**config.mk**
```make
export PLATFORM = sky130hd
export DESIGN_NAME = rgb_auto_level_stretch
export DESIGN_NICKNAME = d
export VERILOG_FILES = /design/src/rtl/core/rals_pkg.sv /design/src/rtl/core/rgb_auto_level_stretch.sv
export SDC_FILE = /design/constraint.sdc
export NUM_CORES = 1
export LEC_CHECK = 0
export BUFFER_PORTS_ARGS = -buffer_cell sky130_fd_sc_hd__clkbuf_2
export CAP_MARGIN = 20
export CORE_MARGIN = 2
export CORE_UTILIZATION = 25
export CTS_CLUSTER_DIAMETER = 200
export DETAILED_ROUTE_END_ITERATION = 8
export SYNTH_ARGS = -nofsm -noshare
export SYNTH_HDL_FRONTEND = slang
export SYNTH_SLANG_ARGS = --single-unit
export TNS_END_PERCENT = 30
```
**constraint.sdc**
```tcl
create_clock -name i_clk -period 7.8 [get_ports i_clk]
set_input_delay 0.39 -clock i_clk [delete_from_list [all_inputs] [get_ports i_clk]]
set_output_delay 0.39 -clock i_clk [all_outputs]
set_load 0.01 [all_outputs]
```
**src/rtl/core/rals_pkg.sv**
```systemverilog
package rals_pkg;

    // pixel geometry
    localparam int NUM_CH   = 3;
    localparam int PIX_W    = 8;
    localparam int CH_IDX_W = 2;
    localparam int DATA_W   = NUM_CH * PIX_W;
    localparam int USER_W   = 2;

    // divider step count: the quotient never exceeds one sample width
    localparam int DIV_STEPS = PIX_W;
    localparam int CNT_W     = $clog2(DIV_STEPS);

    // full-scale output level
    localparam logic [PIX_W-1:0] LEVEL_FULL = 8'd255;

    // tuser bit positions
    localparam int USER_OP  = 0;
    localparam int USER_SOF = 1;

    // operation codes
    localparam logic OP_OBSERVE = 1'b0;
    localparam logic OP_MAP     = 1'b1;

    // sequencer states
    typedef enum logic [3:0] {
        ST_IDLE = 4'b0001,
        ST_LOAD = 4'b0010,
        ST_DIV  = 4'b0100,
        ST_OUT  = 4'b1000
    } t_state;

endpackage

```
**src/rtl/core/rgb_auto_level_stretch.sv**
```systemverilog
// observe transaction: statistics updated at the accepting edge, ready again next cycle
// map transaction: a load state per channel, then 8 divide steps unless the sample clamps,
// three channels in turn, then the output register; no new transaction is taken until then,
// and an output stall holds it off, since the 8-step divider is shared; reset (i_rst_n low,
// synchronous): sequencer idle, no result pending, minimum 255 and maximum 0 for every channel
module rgb_auto_level_stretch (
    input  logic                         i_clk,
    input  logic                         i_rst_n,
    input  logic                         s_axis_tvalid,
    output logic                         s_axis_tready,
    // red_in [7:0], green_in [15:8], blue_in [23:16]
    input  logic [rals_pkg::DATA_W-1:0]  s_axis_tdata,
    // operation [0], start_of_frame [1]
    input  logic [rals_pkg::USER_W-1:0]  s_axis_tuser,
    output logic                         m_axis_tvalid,
    input  logic                         m_axis_tready,
    // red_out [7:0], green_out [15:8], blue_out [23:16]
    output logic [rals_pkg::DATA_W-1:0]  m_axis_tdata
);

    localparam int PW = rals_pkg::PIX_W;

    rals_pkg::t_state r_state, n_state;

    logic [PW-1:0] r_min [0:rals_pkg::NUM_CH-1];
    logic [PW-1:0] n_min [0:rals_pkg::NUM_CH-1];
    logic [PW-1:0] r_max [0:rals_pkg::NUM_CH-1];
    logic [PW-1:0] n_max [0:rals_pkg::NUM_CH-1];
    logic [PW-1:0] r_px  [0:rals_pkg::NUM_CH-1];
    logic [PW-1:0] n_px  [0:rals_pkg::NUM_CH-1];
    logic [PW-1:0] r_res [0:rals_pkg::NUM_CH-1];
    logic [PW-1:0] n_res [0:rals_pkg::NUM_CH-1];

    logic [rals_pkg::CH_IDX_W-1:0] r_ch, n_ch;
    logic [rals_pkg::CNT_W-1:0]    r_cnt, n_cnt;
    logic [PW-1:0]                 r_rem, n_rem;
    logic [PW-1:0]                 r_range, n_range;
    logic [PW-1:0]                 r_quo, n_quo;
    logic                          r_m_valid, n_m_valid;
    logic [rals_pkg::DATA_W-1:0]   r_m_data, n_m_data;

    logic          s_acc;
    logic [PW-1:0] sel_v, sel_lo, sel_hi, diff;
    logic [2*PW-1:0] num;
    logic [PW:0]   trial;
    logic          qbit;
    logic          last_ch;

    assign s_axis_tready = (r_state == rals_pkg::ST_IDLE);
    assign s_acc         = s_axis_tvalid && s_axis_tready;
    assign m_axis_tvalid = r_m_valid;
    assign m_axis_tdata  = r_m_data;

    // operand selection for the channel in work
    assign sel_v   = r_px[r_ch];
    assign sel_lo  = r_min[r_ch];
    assign sel_hi  = r_max[r_ch];
    assign diff    = sel_v - sel_lo;
    // (v - min) * 255 as (d << 8) - d
    assign num     = {diff, {PW{1'b0}}} - {{PW{1'b0}}, diff};
    assign last_ch = (r_ch == rals_pkg::CH_IDX_W'(rals_pkg::NUM_CH - 1));

    // shared restoring divide step
    assign trial = {r_rem, r_quo[PW-1]} - {1'b0, r_range};
    assign qbit  = !trial[PW];

    // sequencer and datapath next state
    always_comb begin
        n_state   = r_state;
        n_min     = r_min;
        n_max     = r_max;
        n_px      = r_px;
        n_res     = r_res;
        n_ch      = r_ch;
        n_cnt     = r_cnt;
        n_rem     = r_rem;
        n_range   = r_range;
        n_quo     = r_quo;
        n_m_valid = r_m_valid;
        n_m_data  = r_m_data;

        // output register drains on its transaction
        if (r_m_valid && m_axis_tready) begin
            n_m_valid = 1'b0;
        end

        unique case (r_state)
            rals_pkg::ST_IDLE: begin
                if (s_acc) begin
                    for (int c = 0; c < rals_pkg::NUM_CH; c++) begin
                        n_px[c] = s_axis_tdata[c*PW +: PW];
                    end
                    if (s_axis_tuser[rals_pkg::USER_OP] == rals_pkg::OP_MAP) begin
                        n_ch    = '0;
                        n_state = rals_pkg::ST_LOAD;
                    end else begin
                        // statistics update, all channels at once
                        for (int c = 0; c < rals_pkg::NUM_CH; c++) begin
                            if (s_axis_tuser[rals_pkg::USER_SOF]) begin
                                n_min[c] = s_axis_tdata[c*PW +: PW];
                                n_max[c] = s_axis_tdata[c*PW +: PW];
                            end else begin
                                if (s_axis_tdata[c*PW +: PW] < r_min[c]) begin
                                    n_min[c] = s_axis_tdata[c*PW +: PW];
                                end
                                if (s_axis_tdata[c*PW +: PW] > r_max[c]) begin
                                    n_max[c] = s_axis_tdata[c*PW +: PW];
                                end
                            end
                        end
                    end
                end
            end
            rals_pkg::ST_LOAD: begin
                // empty range or sample at or below minimum gives zero
                if (sel_hi <= sel_lo || sel_v <= sel_lo) begin
                    n_res[r_ch] = '0;
                    n_ch        = r_ch + 1'b1;
                    n_state     = last_ch ? rals_pkg::ST_OUT : rals_pkg::ST_LOAD;
                end else if (sel_v >= sel_hi) begin
                    n_res[r_ch] = rals_pkg::LEVEL_FULL;
                    n_ch        = r_ch + 1'b1;
                    n_state     = last_ch ? rals_pkg::ST_OUT : rals_pkg::ST_LOAD;
                end else begin
                    // upper byte is already below the range, so 8 steps suffice
                    n_rem   = num[2*PW-1:PW];
                    n_quo   = num[PW-1:0];
                    n_range = sel_hi - sel_lo;
                    n_cnt   = '0;
                    n_state = rals_pkg::ST_DIV;
                end
            end
            rals_pkg::ST_DIV: begin
                n_rem = qbit ? trial[PW-1:0] : {r_rem[PW-2:0], r_quo[PW-1]};
                n_quo = {r_quo[PW-2:0], qbit};
                n_cnt = r_cnt + 1'b1;
                if (r_cnt == rals_pkg::CNT_W'(rals_pkg::DIV_STEPS - 1)) begin
                    n_res[r_ch] = {r_quo[PW-2:0], qbit};
                    n_ch        = r_ch + 1'b1;
                    n_state     = last_ch ? rals_pkg::ST_OUT : rals_pkg::ST_LOAD;
                end
            end
            rals_pkg::ST_OUT: begin
                // wait for a free output register
                if (!r_m_valid || m_axis_tready) begin
                    for (int c = 0; c < rals_pkg::NUM_CH; c++) begin
                        n_m_data[c*PW +: PW] = r_res[c];
                    end
                    n_m_valid = 1'b1;
                    n_state   = rals_pkg::ST_IDLE;
                end
            end
            default: begin
                n_state = rals_pkg::ST_IDLE;
            end
        endcase
    end

    // control and statistics registers
    always_ff @(posedge i_clk) begin
        if (!i_rst_n) begin
            r_state   <= rals_pkg::ST_IDLE;
            r_m_valid <= 1'b0;
            r_ch      <= '0;
            r_cnt     <= '0;
            for (int c = 0; c < rals_pkg::NUM_CH; c++) begin
                r_min[c] <= rals_pkg::LEVEL_FULL;
                r_max[c] <= '0;
            end
        end else begin
            r_state   <= n_state;
            r_m_valid <= n_m_valid;
            r_ch      <= n_ch;
            r_cnt     <= n_cnt;
            r_min     <= n_min;
            r_max     <= n_max;
        end
    end

    // payload registers
    always_ff @(posedge i_clk) begin
        r_px     <= n_px;
        r_res    <= n_res;
        r_rem    <= n_rem;
        r_range  <= n_range;
        r_quo    <= n_quo;
        r_m_data <= n_m_data;
    end

    // divider remainder stays below the divisor
    a_rem_below_range: assert property (@(posedge i_clk) disable iff (!i_rst_n)
        (r_state == rals_pkg::ST_DIV) |-> (r_rem < r_range && r_range != '0))
        else $error("divider remainder not below range");

    // a map transaction starts the channel sequence at red
    a_map_starts: assert property (@(posedge i_clk) disable iff (!i_rst_n)
        (s_acc && s_axis_tuser[rals_pkg::USER_OP] == rals_pkg::OP_MAP)
        |=> (r_state == rals_pkg::ST_LOAD && r_ch == '0))
        else $error("map transaction did not start at first channel");

    // after an observe transaction every channel has minimum at or below maximum
    a_stats_ordered: assert property (@(posedge i_clk) disable iff (!i_rst_n)
        (s_acc && s_axis_tuser[rals_pkg::USER_OP] == rals_pkg::OP_OBSERVE)
        |=> (r_min[0] <= r_max[0] && r_min[1] <= r_max[1] && r_min[2] <= r_max[2]))
        else $error("statistics out of order after observe");

    // channel index stays within the pixel while working
    a_ch_range: assert property (@(posedge i_clk) disable iff (!i_rst_n)
        (r_state == rals_pkg::ST_LOAD || r_state == rals_pkg::ST_DIV)
        |-> (r_ch < rals_pkg::CH_IDX_W'(rals_pkg::NUM_CH)))
        else $error("channel index out of range");

    // a pending result is never overwritten
    a_no_overwrite: assert property (@(posedge i_clk) disable iff (!i_rst_n)
        (r_state == rals_pkg::ST_OUT && r_m_valid && !m_axis_tready)
        |=> (r_state == rals_pkg::ST_OUT))
        else $error("result loaded over pending output");

endmodule

```
-- After elaboration in Yosys (flattened, before gate mapping)
Cells that the tools add are included.
- word-level logic and storage cells: 140
- bits in registers: 154
- $lt $le $gt $ge: 11
- bitwise logic cells: 7
- mux-type cells: 55
- equality and inequality tests: 13
- reduce and logical (&&, ||, !) cells: 28
- add/sub/neg operators: 6
- operators with widths (cell ; number):
    $mux 8 ; 24
    $mux 24 ; 3
    $bmux 8 s2 ; 3
    $pmux 24 s2 ; 1
    $pmux 8 s2 ; 2
    $mux 4 ; 7
    $reduce_and 4->1 ; 7
    $and 24x24->24 ; 1
    $bwmux 24 ; 1
    $gt 8x8->1 ; 3
    $lt 8x8->1 ; 3
    $not 24->24 ; 1
    $or 24x24->24 ; 1
    $demux 8 s2 ; 1
    $le 8x8->1 ; 2
    $pmux 4 s4 ; 1
    $sub 16x8->16 ; 1
    $sub 8x8->8 ; 2
    $reduce_bool 2->1 ; 7
    $mux 2 ; 5
    $reduce_and 3->1 ; 3
    $sub 9x8->9 ; 1
    $ge 8x8->1 ; 1
    $ne 2x2->1 const B ; 4
    24 further kinds ; 35

-- Logic depth before layout (Yosys ltp)
Gate-level depths: netlist of the first run.
- depth in word-level cells: 9
- gate-level depth with buffers: 15

-- Worst setup path before layout of the first run
OpenSTA, ideal clock, no wires.
- kind: register to register
- start point: register r_ch[0] in the netlist's numbering
- end point: register r_rem[0] (data pin)
- setup time: 152 ps
- arrival: 3581 ps
- clock period less this slack: 3733 ps
- path slack: 4067 ps
- cell stages (with the launch flop): 15
- cells stage by stage: dfxtp_1 -> clkbuf_1 -> inv_1 -> nor2_1 -> clkbuf_1 -> a21oi_1 -> ha_1 -> fa_1 -> nand2b_2 -> a21o_1 -> xnor2_2 -> or3_1 -> clkbuf_2 -> or4_1 -> a31oi_1
- longest elaborated chain between the ends: 9
- elaborated cells between the ends (all ways): 12
- classes of those cells: add/sub (2); mux (9); bitwise (1)
- ends and longest elaborated chain (item ; RTL line ; source):
    start: declaration ; rgb_auto_level_stretch.sv:34 ; logic [rals_pkg::CH_IDX_W-1:0] r_ch, n_ch;
    start signal: assignment ; rgb_auto_level_stretch.sv:173 ; r_ch <= n_ch;
    $not 2->3 (implied by the code) * ; rgb_auto_level_stretch.sv:55, rgb_auto_level_stretch.sv:56 ;
    $bmux 8 s2, on equally long branches ; rgb_auto_level_stretch.sv:55, rgb_auto_level_stretch.sv:56 ;
    $mux 8, on equally long branches (2 in series) ; rgb_auto_level_stretch.sv:55, rgb_auto_level_stretch.sv:56 ;
    $sub 8x8->8 * ; rgb_auto_level_stretch.sv:58 ; assign diff = sel_v - sel_lo;
    $sub 16x8->16 * ; rgb_auto_level_stretch.sv:60 ; assign num = {diff, {PW{1'b0}}} - {{PW{1'b0}}, diff};
    $mux 8 * ; rgb_auto_level_stretch.sv:120 ; end else if (sel_v >= sel_hi) begin
    $mux 8 * ; rgb_auto_level_stretch.sv:116 ; if (sel_hi <= sel_lo || sel_v <= sel_lo) begin
    $pmux 8 s2 * ; rgb_auto_level_stretch.sv:87 ; unique case (r_state)
    named net n_rem[0] ; rgb_auto_level_stretch.sv:36 ; logic [PW-1:0] r_rem, n_rem;
    end signal: assignment ; rgb_auto_level_stretch.sv:184 ; r_rem <= n_rem;
    end: declaration ; rgb_auto_level_stretch.sv:36 ;
Mark *: on every way through the listed nets, which the timed path passes. The rest lies on a longest branch. The select of a mux whose other input is x is not followed.
A chain may end at the register's enable or synchronous reset.

-- Worst setup path in the final report of the first run
Same ends and word-level chain as after synthesis.

==> flow_summary.ini, run 1 <==
[status]
status = complete, no violations

[synth]
synthArstFlopShare = 0
yosysSeqAreaShare = 0.444
syn-num-nets = 1015
synth_common_cells = nand2_1, edfxtp_1, ha_1
synth_most_common_cell = nand2_1
syn_avg_cell_area_um2 = 10.1
ys_types = 73
syn_inst = 897
synth_area_leader_cell = edfxtp_1
synth_area_um2 = 9100
synth_edf_count = 96
synth_warnings = 0
ys.flop_type = edfxtp_1
synth_top_area_frac = 0.317
ys_ff_latch = 154
synth_area_leaders = edfxtp_1, dfxtp_1, ha_1, mux2i_1, nand2_1

[finish]
drive_gt1_frac = 0.119
n_antenna_cell = 0
finalInstanceArea_um2 = 10400
nets = 1058
areaGrowthSynthToFinish_pct = 14.7

[sta]
fin_crit_ns = 4.49
finClkSkew_ns = 0.0106
slew_viol_final = 0
tightest_slew_ns = 0.989
finalSetupViolCount = 0
maxSlewHeadroom = 0.340
fin_hold_ws_ns = 0.229
rsz0062_at_grt = no
finalSetupTns_ns = 0
setup_slack_ns = 3.31
hold_viol_final = 0
fin_crit_sh = 0.576
max_freq_mhz = 223

[global_routing]
grt_overflow = 0
grt_max_degree = 84
antenna_found_initial = 0
grt_pass1_vias = 6574
grt_usage = 0.117
grt_pass1_wl_um = 35400

[critical_path]
arrival_ns = 4.77
cp-end-kind = flop
cp_max_fo = 29
crit_path_start_kind = flop
reg2reg_from = r_ch[0]
rr_worst_depth = 12
startpoint = r_ch[0]
r2r-end = r_rem[0]
path_class = reg2reg
crit_path_end = r_rem[0]
crit_required_ns = 8.07
rrSetupSlack_ns = 3.31

[routing]
via_per_inst = 4.82
drtPass1Iterations = 5
drt_iter0_drc = 514
vias = 6814
wl_per_cell_um = 15.6
drc = 0
ant_nets = 0
drt_wl_total_um = 22000

[floorplanning]
start_util = 0.255
die_area_um2 = 38000
fp.dieW_um = 195
fp.dieH_um = 195
io_pins = 56
core-area_um2 = 35700
rows = 69

[clock_tree]
cts_buffers = 17
postCtsSetupBuffers = 0
cts_tree = yes
cts_sinks = 154
path_clk_slew_ns = 0.06
cts_root_buf = clkbuf_16
holdBufCountCts = 0
clk_latency_ns = 0.43
cts_resized = 0
clock_path_buffers = 2
htree_levels = 4

[power_and_ir_drop]
power_density_nw_per_um2 = 241
ir_worst_vdd_v = 0.000166
leakage_nw = 4.16
p_total_w = 0.00251

[placement]
port_buffers = 55
dpl.hpwl_um = 16500
place_area_um2 = 9840
gp_congestion = 0.844
post-place-ws_ns = 3.34

[job]
cap_viol_max_count = 0

[min_path]
hp-class = in2reg
## cell usage in the layout (no fill, tap or decap), types with 19 or more instances in the layout
cell	count
nand2_1	99
edfxtp_1	96
ha_1	85
inv_1	79
dfxtp_1	58
mux2i_1	56
clkbuf_2	55
o211ai_1	49
nor2_1	46
a21oi_1	42
o21ai_0	33
a21boi_0	19
## worst min path at each step
| stage | end | cells after the start | slack, ns | from |
|---|---|---|---|---|
| 5_1_grt | r_px[0] | 1 | 0.23 | s_axis_tdata[16] |
| 2_1_floorplan | m_axis_tdata[0] | 0 | 0.40 | flop |
| 3_5_place_dp | m_axis_tdata[20] | 0 | 0.41 | flop |
| 3_3_place_gp | m_axis_tdata[14] | 0 | 0.41 | flop |
| 6_report | r_px[0] | 1 | 0.23 | s_axis_tdata[16] |
| 4_1_cts | r_px[0] | 1 | 0.22 | s_axis_tdata[16] |
## through the flow
| step | utilization | std cells |
|---|---|---|
| 5_1_grt | 0.292 | 1413 |
| 3_5_place_dp | 0.275 | 1381 |
| 6_report | 0.292 | 1413 |
| 4_1_cts | 0.292 | 1412 |
| 2_1_floorplan | - | 897 |
| 3_3_place_gp | 0.275 | 1380 |
## cell families (layout without fill, tap and decap cells)
kind of cell,Yosys count,count (layout),share of synthesized area
buf+inv,118,173,0.0506
xor+xnor,18,18,0.0181
compound gates,228,228,0.175
simple gates,235,235,0.127
fa+ha+maj,88,88,0.123
mux,56,56,0.0616
flops,154,154,0.444
## power breakdown
part	switching, W	leakage [nW]	internal, W	total [W]
sequential	0.0000376	1.39	0.000948	0.000985
clock	0.000334	0.281	0.000499	0.000834
combinational	0.000424	2.49	0.000270	0.000694
total	0.000796	4.16	0.00172	0.00251
## worst max-delay path, cell delays in order, from the launching register on
cell	delay, ns
dfxtp_1	0.86
inv_1	0.24
nor2_1	0.45
buf_4	0.28
nand2_1	0.07
o21ai_0	0.17
ha_1	0.48
or4b_1	0.18
o2111ai_1	0.12
a311oi_2	0.58
nand4_2	0.27
or4_1	0.45
a31oi_1	0.18
## metal layers
metal / track usage / up-vias / wire length [um]
li1: - / 3364 / -
met1: 0.160 / 3286 / 10700
met2: 0.189 / 142 / 10100
met3: 0.0241 / 22 / 979
met4: 0.0274 / 0 / 226
met5: 0 / - / 0
## layout make-up
class | instances | area (um^2)
clock buffers | 19 | 433
fillers | 3772 | 25300
multi-input cells | 625 | 4610
flip-flops and latches | 154 | 4040
well taps | 461 | 577
clock inverters | 12 | 146
inverters | 82 | 308
repair buffers | 60 | 320
(Power assumes the default switching activity.)
==> run 2, diff against run 1 <==
==> constraint.sdc (replaced) <==
create_clock -name i_clk -period 4.5 [get_ports i_clk]
set_input_delay 0.225 -clock i_clk [delete_from_list [all_inputs] [get_ports i_clk]]
set_output_delay 0.225 -clock i_clk [all_outputs]
set_load 0.01 [all_outputs]
==> flow_summary.ini, run 2 (same netlist as run 1, synthesis figures left out) <==
[critical_path]
cp_max_fo = 26
crit_path_start_kind = flop
rrSetupSlack_ns = 0.73
arrival_ns = 4.05
cp_cell_sequence = buf_12, mux2i_1, o21ai_0, ha_1, fa_1, nand2b_2, a21o_1, a311oi_2, nand4_2, or4_1, a31oi_1
cpLargestDelayFamily = compound AO/OA/AOI/OAI gates
path_class = reg2reg
crit_required_ns = 4.78
cp.depth = 11
cpPeakStageDelay_ns = 0.59
critPathBufInv = 1
reg2reg_from = r_ch[1]
rr_worst_depth = 11
slowest_stage = a311oi_2
cp-end-kind = flop
r2r-end = r_rem[0]

[power_and_ir_drop]
p_total_w = 0.00429
leakage_nw = 4.16
power_density_nw_per_um2 = 411
ir_worst_vdd_v = 0.000257

[floorplanning]
fp.dieH_um = 195
core-area_um2 = 35700
fp.dieW_um = 195
start_util = 0.255
io_pins = 56
rows = 69
die_area_um2 = 38000

[global_routing]
grt_pass1_wl_um = 34800
grt_usage = 0.116
antenna_found_initial = 0
grt_pass1_vias = 6387
grt_overflow = 0
grt_max_degree = 43

[sta]
finClkSkew_ns = 0.0126
hold_viol_final = 0
rsz0062_at_grt = no
fin_crit_sh = 0.838
setup_slack_ns = 0.728
finalSetupTns_ns = 0
maxSlewHeadroom = 0.307
finalSetupViolCount = 0
slew_viol_final = 0
fin_crit_ns = 3.77
tightest_slew_ns = 1.04
max_freq_mhz = 265

[routing]
vias = 6672
wl_per_cell_um = 15.3
via_per_inst = 4.71
drc = 0
drtPass1Iterations = 5
drt_iter0_drc = 544
drt_wl_total_um = 21600
ant_nets = 0

[placement]
gp_congestion = 0.881
port_buffers = 55
post-place-ws_ns = 0.754
dp_cells = 1383
dpl.hpwl_um = 16500

[clock_tree]
clk_latency_ns = 0.44
holdBufCountCts = 0
path_clk_slew_ns = 0.06
cts_root_buf = clkbuf_16
clock_path_buffers = 2
cts_buffers = 17
cts_resized = 0
cts_sinks = 154
htree_levels = 4
cts_tree = yes
postCtsSetupBuffers = 0

[finish]
drive_gt1_frac = 0.121
final_common_cell = nand2_1
n_antenna_cell = 0
layout_common_cells = nand2_1, edfxtp_1, ha_1
fin_cells = 1416
areaGrowthSynthToFinish_pct = 14.8
nets = 1060

[job]
cap_viol_max_count = 0

[min_path]
hold_path.startpoint = s_axis_tdata[16]
hp-class = in2reg
hold_depth = 1
hold_end = r_px[0]

[status]
status = complete, no violations
[run 2: how the worst max path moves through the flow]
stage,start,to,slack [ns]
global placement,r_ch[1],r_rem[0],0.81
finish,r_ch[1],r_rem[0],0.73
global route,r_ch[1],flop,0.44
CTS,r_ch[1],r_rem[0],0.73
floorplan,r_ch[0],r_rem[0],0.77
detailed placement,r_ch[1],r_rem[0],0.75
[run 2: per-layer routing]
layer | wire [um] | global-route usage
met5 | 0 | 0
met4 | 262 | 0.0283
met3 | 885 | 0.0246
met2 | 9810 | 0.183
met1 | 10700 | 0.161
[run 2: final cells by class]
cell class | instances | area (um^2)
Clock buffer | 18 | 429
Inverter | 82 | 308
Sequential cell | 154 | 4040
Clock inverter | 14 | 131
Timing Repair Buffer | 62 | 348
Multi-Input combinational cell | 625 | 4610
Tap cell | 461 | 577
Fill cell | 3750 | 25300
[run 2: power breakdown]
part	switching, W	internal [W]	total (W)
clock network	0.000584	0.000806	0.00139
registers	0.0000640	0.00164	0.00171
logic	0.000726	0.000471	0.00120
[run 2: per-stage QoR]
stage | area (um^2) | hold WS [ns] | utilization
2_1_floorplan | 9100 | 0.324 | -
5_1_grt | 10400 | 0.0436 | 0.292
3_3_place_gp | 9870 | 0.407 | 0.276
6_report | 10400 | 0.0458 | 0.292
4_1_cts | 10400 | 0.0289 | 0.292
3_5_place_dp | 9870 | 0.405 | 0.276
==> run 3, diff against run 2 <==
==> constraint.sdc (replaced) <==
create_clock -name i_clk -period 3.2 [get_ports i_clk]
set_input_delay 0.16 -clock i_clk [delete_from_list [all_inputs] [get_ports i_clk]]
set_output_delay 0.16 -clock i_clk [all_outputs]
set_load 0.01 [all_outputs]
==> flow_summary.ini, run 3 (same netlist as run 1, synthesis figures left out) <==
[routing]
vias = 7084
drt_iter0_drc = 457
via_per_inst = 4.73
drt_wl_total_um = 22700
drc = 0
drtPass1Iterations = 5
ant_nets = 0
wl_per_cell_um = 15.2

[finish]
finalInstanceArea_um2 = 11400
areaGrowthSynthToFinish_pct = 25.7
layout_common_cells = nand2_1, edfxtp_1, ha_1
final_common_cell = nand2_1
n_antenna_cell = 0
fin_cells = 1498
nets = 1142
fillers = 3656
drive_gt1_frac = 0.217

[clock_tree]
cts_sinks = 154
cts_tree = yes
htree_levels = 4
clk_latency_ns = 0.44
cts_buffers = 17
clock_path_buffers = 2
path_clk_slew_ns = 0.06
cts_root_buf = clkbuf_16

[power_and_ir_drop]
seqPwrFrac = 0.360
combPwrFrac = 0.311
clkPwrFrac = 0.330
p_sw_w = 0.00205
power_density_nw_per_um2 = 585
ir_worst_vdd_v = 0.000434
leakage_nw = 4.66
swShare = 0.306
p_int_w = 0.00465

[min_path]
hp-class = in2reg
hold_path.startpoint = s_axis_tdata[3]
hold_depth = 1
hold_end = r_px[19]

[sta]
tightest_slew_ns = 0.985
rsz0062_at_grt = yes
hold_viol_final = 0
finClkSkew_ns = 0.00906
fin_crit_ns = 3.19
slew_viol_final = 0
finalSetupTns_ns = 0
maxSlewHeadroom = 0.344
finalSetupViolCount = 0
fin_crit_sh = 0.996
fin_hold_ws_ns = 0.0177
setup_slack_ns = 0.0140
max_freq_mhz = 314

[critical_path]
r2r-end = r_rem[0]
rr_worst_depth = 14
crit_required_ns = 3.47
cp-end-kind = flop
rrSetupSlack_ns = 0.01
cp_max_fo = 10
crit_path_start_kind = flop
path_class = reg2reg
arrival_ns = 3.46
startpoint = r_ch[1]
reg2reg_from = r_ch[1]

[floorplanning]
core-area_um2 = 35700
die_area_um2 = 38000
fp.dieH_um = 195
start_util = 0.255
io_pins = 56
rows = 69
fp.dieW_um = 195

[placement]
dpl.hpwl_um = 17400
place_area_um2 = 10500
dp_cells = 1452
gp_congestion = 0.899
port_buffers = 55
post-place-ws_ns = -0.0829

[job]
cap_viol_max_count = 0

[global_routing]
grt_pass1_wl_um = 36700
grt_usage = 0.122
grt_overflow = 0
antenna_found_initial = 0
grt_pass1_vias = 6910
grt_max_degree = 50

[status]
status = complete, no violations
-- run 3: cell count changes in the layout (fill, tap and decap cells not counted), sizes merged --
cell         before  now
bufinv            2    3
clkinvlp          4    0
dlygate4sd3       0    6
clkbuf           73   81
buf               7   81
clkinv            9    6
-- run 3: repair_timing --
| action | CTS | global route |
|---|---|---|
| hold buffers | 6 | 0 |
| buffers inserted | 0 | 6 |
| endpoints found under the hold margin | 6 | 0 |
| pin swaps | 0 | 14 |
| gates resized for setup | 5 | 34 |
| cloned | 0 | 2 |
| setup endpoints to repair | 17 | 43 |
-- run 3: routing by layer --
metal / routed length (um) / GRT usage
met1: 10900 / 0.162
met2: 10500 / 0.197
met3: 882 / 0.0272
met4: 421 / 0.0376
met5: 0 / 0
-- run 3: critical path, cell delays in order (launching register included) --
cell	delay, ns
dfxtp_4	0.38
buf_6	0.11
nor2_4	0.04
buf_4	0.13
clkbuf_16	0.15
nand2_2	0.07
o21ai_2	0.07
ha_2	0.19
fa_2	0.34
nand2b_4	0.16
a21o_1	0.20
xnor2_2	0.15
or3_4	0.36
or4_1	0.47
a31oi_1	0.19
-- run 3: worst max-delay path by stage --
stage	to	slack, ns	cells after the start
after CTS	flop	-0.04	13
after global placement	r_rem[0]	-0.02	10
after global routing	r_rem[7]	-0.07	16
final	r_rem[0]	0.01	14
after floorplan	r_rem[0]	0.01	15
after detailed placement	r_rem[0]	-0.08	11
-- run 3: final cells by class --
| cell class | count | area (um^2) | area share |
|---|---|---|---|
| well taps | 461 | 577 | 0.0504 |
| multi-input cells | 625 | 4780 | 0.418 |
| clock buffers | 24 | 526 | 0.0459 |
| flip-flops and latches | 154 | 4050 | 0.354 |
| repair buffers | 144 | 1070 | 0.0933 |
| inverters | 82 | 310 | 0.0271 |
| clock inverters | 8 | 130 | 0.0114 |
-- run 3: metrics by stage --
stage,utilization,power [W]
floorplan,-,0.00371
global placement,0.293,0.00435
detailed placement,0.293,0.00439
CTS,0.313,0.00663
global route,0.320,0.00707
finish,0.320,0.00669
-- run 3: power by group through the flow --
stage          logic (W)  clock network (W)  registers (W)
6_report         0.00208            0.00221        0.00241
3_3_place_gp     0.00190                  0        0.00245
2_1_floorplan    0.00132                  0        0.00240
4_1_cts          0.00197            0.00225        0.00241
5_1_grt          0.00231            0.00234        0.00242
3_5_place_dp     0.00194                  0        0.00245
